## config.mk

```make
export PLATFORM = sky130hd
export DESIGN_NAME = ckbm_cell
export DESIGN_NICKNAME = d
export VERILOG_FILES = /design/src/hw/rtl/ckbm_pkg.sv /design/src/hw/rtl/ckbm_cell.sv
export SDC_FILE = /design/constraint.sdc
export NUM_CORES = 1
export LEC_CHECK = 0
export ABC_CLOCK_PERIOD_IN_PS = 9030
export BUFFER_PORTS_ARGS = -buffer_cell sky130_fd_sc_hd__buf_4
export CELL_PAD_IN_SITES_DETAIL_PLACEMENT = 0
export CELL_PAD_IN_SITES_GLOBAL_PLACEMENT = 2
export CORE_MARGIN = 10
export CORE_UTILIZATION = 26
export CTS_CLUSTER_DIAMETER = 30
export CTS_CLUSTER_SIZE = 24
export DETAILED_ROUTE_END_ITERATION = 8
export PLACE_DENSITY = 0.83
export REMOVE_ABC_BUFFERS = 1
export SYNTH_ARGS = -nofsm -noshare
export SYNTH_HDL_FRONTEND = slang
export SYNTH_SLANG_ARGS = --single-unit
```

## constraint.sdc

```tcl
create_clock -name clk_i -period 9.03 [get_ports clk_i]
set_input_delay 0.903 -clock clk_i [delete_from_list [all_inputs] [get_ports clk_i]]
set_output_delay 0.903 -clock clk_i [all_outputs]
set_load 0.01 [all_outputs]
```

## src/hw/rtl/ckbm_pkg.sv

```systemverilog
// shared types and constants for the coordinate keyed block map
package ckbm_pkg;

  // operation codes carried by an item
  localparam logic [1:0] OP_LOOKUP = 2'd0;
  localparam logic [1:0] OP_SET    = 2'd1;
  localparam logic [1:0] OP_DELETE = 2'd2;

  // slot index width that covers the largest supported table
  localparam int unsigned SLOT_W = 12;
  localparam int unsigned KEY_W  = 48;
  localparam int unsigned KIND_W = 16;

  // cells per ripple group along the chain
  localparam int unsigned GROUP = 8;

  // reply handed from cell to cell and through the reduction
  typedef struct packed {
    logic              hit;
    logic [SLOT_W-1:0] slot;
    logic [KIND_W-1:0] kind;
    logic [KEY_W-1:0]  last_key;
    logic [KIND_W-1:0] last_kind;
  } reply_t;

  // write port broadcast to every cell
  typedef struct packed {
    logic              we;
    logic [SLOT_W-1:0] idx;
    logic [KEY_W-1:0]  key;
    logic [KIND_W-1:0] kind;
  } cell_wr_t;

endpackage

```

## src/hw/rtl/ckbm_cell.sv

```systemverilog
// one table entry: storage, key compare and chained reply
module ckbm_cell #(
  parameter int unsigned IDX = 0,
  parameter int unsigned CW  = 9
) (
  input  logic                        clk_i,
  input  logic [ckbm_pkg::KEY_W-1:0]  key_i,
  input  logic [CW-1:0]               count_i,
  input  ckbm_pkg::cell_wr_t          wr_i,
  input  ckbm_pkg::reply_t            chain_i,
  output ckbm_pkg::reply_t            chain_o
);
  import ckbm_pkg::*;

  localparam logic [CW-1:0]     IdxC  = CW'(IDX);
  localparam logic [CW-1:0]     IdxP1 = CW'(IDX + 1);
  localparam logic [SLOT_W-1:0] IdxS  = SLOT_W'(IDX);

  logic [KEY_W-1:0]  key_q;
  logic [KIND_W-1:0] kind_q;
  logic              in_use;
  logic              is_last;
  reply_t            reply_d;
  reply_t            reply_q;

  // entry storage, written only when addressed
  always_ff @(posedge clk_i) begin
    if (wr_i.we && (wr_i.idx == IdxS)) begin
      key_q  <= wr_i.key;
      kind_q <= wr_i.kind;
    end
  end

  assign in_use  = (IdxC < count_i);
  assign is_last = (IdxP1 == count_i);

  // local reply: match info and the last entry for a swap delete
  always_comb begin
    reply_d           = '0;
    reply_d.hit       = in_use && (key_q == key_i);
    reply_d.slot      = reply_d.hit ? IdxS : '0;
    reply_d.kind      = reply_d.hit ? kind_q : '0;
    reply_d.last_key  = is_last ? key_q : '0;
    reply_d.last_kind = is_last ? kind_q : '0;
  end

  always_ff @(posedge clk_i) begin
    reply_q <= reply_d;
  end

  // merge with the neighbor's reply and pass it on
  assign chain_o = reply_t'(chain_i | reply_q);

endmodule

```

==> impl_metrics.ini <==
[route]
wl_met1_mm = 6.02
num_vias = 4069
wire_per_inst_um = 17.1
dr_wl_met2_mm = 9.22
wl_met3_mm = 1.67
dr.first_iter.drc_count = 113
top_layer_used = met4
drc_errors = 0
vias_per_cell = 4.07
drt_pass1_iterations = 4
ant_nets = 0
postRouteWirelength_mm = 17.1

[synthesis]
netlist_instances = 420
synth_seq_cells = 145
synth-warning-count = 0
synthArstFlopShare_pct = 0
ys_seq_area_share_pct = 64.3
synthTopCellsByArea = edfxtp_1 35%, dfxtp_1 29%, or2_2 9.2%, xor2_1 7.6%, and2_1 7.3%
synth_cell_type_count = 19
avgSynthCellArea_um2 = 13.1
netlist_area_um2 = 5510
post-synth-top-area-cell = edfxtp_1
synth_top_area_share_pct = 34.9
synth_flop_cell = dfxtp_1
synth_edf_count = 64

[placement]
dp.cells = 968
gp_congestion = 0.785
port_buffers = 296
hpwl_mm = 13.6

[timing]
skew_ns = 0.0212
tns_ns = 0
max_slew.worst_pin.slew_ns = 1.12
period_minus_slack_ns = 3.19
setup_viol = 0
fin_hold_ws_ns = 0.465
slew_viol_final = 0
max_clock_freq_mhz = 313
timing_hold_violations_final = 0
fin_crit_sh_pct = 35.4
slew_headroom_pct = 25.3
rsz0062_at_grt = no

[cts]
cts.hold.buffers_added = 0
cts_max_path_buffers = 2
post-cts-setup-buffers = 0
htree_levels = 4
clk_pin_slew_worst_paths_ns = 0.06
cts_tree = built
clkSinkCount = 145
cts_buffers = 17
clock_latency_ns = 0.42
root_buffer = clkbuf_16
post_cts_resize_count = 0

[power_and_ir_drop]
p_sw_mw = 0.309
p_seq_share_pct = 45.3
clkPwrFrac_pct = 45.3
p_int_mw = 1.20
power_per_cell_area_nw_per_um2 = 177
peakVddDrop_v = 0.000114
combPwrFrac_pct = 9.4
switching_share_pct = 20.5
p_leak_nw = 3.70

[setup_path]
crit_path_start_kind = input port
cp_num_buf_inv = 2
cp_data_required_time_ns = 9.06
startpoint = wr_i[65]
rr_worst_depth = 4
cp.arrival_ns = 3.22
endpoint_kind = register
crit_family = simple AND/OR/NAND/NOR gates
path_cells = buf_4 > or4_1 > nor4_2 > buf_4
cp_common_cell = buf_4
worstReg2RegStart = key_q[2]
critical_path_class = in -> reg
rr_endpoint = reply_q[64]
crit_path_max_incr_delay_ns = 0.86
slowest_stage = nor4_2
path_max_fanout = 55
r2r_setup_slack_ns = 6.79

[worst_hold_path]
min_from = kind_q[12]
min_to = reply_q[12]
hp-class = reg -> reg
worstHoldPathCells = 1

[floorplanning]
io_pins = 321
core_area_um2 = 21000
die_h_um = 166
num_rows = 53
initial_core_util_pct = 26.3
dieArea_um2 = 27400
dieWidth_um = 166

[cells_and_area]
syn_to_final_growth_pct = 54.7
layout.nets = 940
stdcell_count = 1000
diodes = 0
drive_above_1_share_pct = 59.3
final_cell_mix = 297 x buf_4, 81 x or2_2, 81 x dfxtp_1
layout_commonest_cell = buf_4

[grt]
grt_max_degree = 65
grt_pass1_vias = 4603
grt_antenna_before_repair = 0
grt_first_pass_wirelength_mm = 25.0
overflow = 0
grt_usage_pct = 11.8

[run]
maxCapViolCount = 0

[status]
status = finished clean
[per-stage QoR]
step           area (µm²)  setup WS, ns  total power, mW  util (%)
3_5_place_dp         7950          5.36            0.843      37.9
4_1_cts              8530          5.80             1.54      40.7
5_1_grt              8530          5.69             1.57      40.7
2_1_floorplan        5350         0.866            0.737         -
3_3_place_gp         7950          5.48            0.842      37.9
6_report             8530          5.84             1.51      40.7
[state kept, by name, indices dropped and copies added (netlist names)]
register  flops
key_q        48
kind_q       16
reply_q      81
[power groups by stage]
stage	Clock, mW	Combinational [mW]	Sequential (mW)
floorplan	0	0.0383	0.699
global placement	0	0.143	0.699
detailed placement	0	0.145	0.699
CTS	0.708	0.145	0.684
global route	0.730	0.154	0.684
finish	0.684	0.142	0.685
[worst max path at each step]
stage	cells after the start	endpoint	slack, ns
floorplan	2	key_q[0]	0.87
global placement	4	kind_q[10]	5.48
detailed placement	4	kind_q[8]	5.36
CTS	4	kind_q[13]	5.80
global route	4	kind_q[6]	5.69
finish	4	kind_q[12]	5.84
[final cells by class]
class                      count  area [µm²]
sequential                   145        3540
clock buffer                  24         504
tap                          275         344
clock inverter                 8        77.6
timing repair buffer         297        2230
multi-input combinational    251        1830
fill                        2068       12400
[per-layer routing]
layer,vias to the layer above,global-route usage [%]
met1,1893,12.0
li1,1990,-
met2,175,21.3
met4,0,3.87
met5,-,0
met3,11,5.21
[synthesized netlist by cell type, types with 2 or more instances]
cell and n:
nand4_2 2, clkbuf_1 6, and2_1 64, nand2_1 3, nor4_1 13, dfxtp_1 81
xor2_1 48, buf_4 13, or2_2 81, edfxtp_1 64, nand3_1 16, buf_2 2
buf_6 3, nor4_2 19
[cell families (layout without fill, tap and decap cells)]
group	Yosys count	after routing	share of synthesized area, %
AOI/OAI and AO/OA	1	1	0.227
xor gates and xnor gates	48	48	7.63
buffers and inverters	24	329	2.97
DFF	145	145	64.3
and+or+nand+nor	202	202	24.9
No activity file was read; power rests on OpenSTA's default activity.
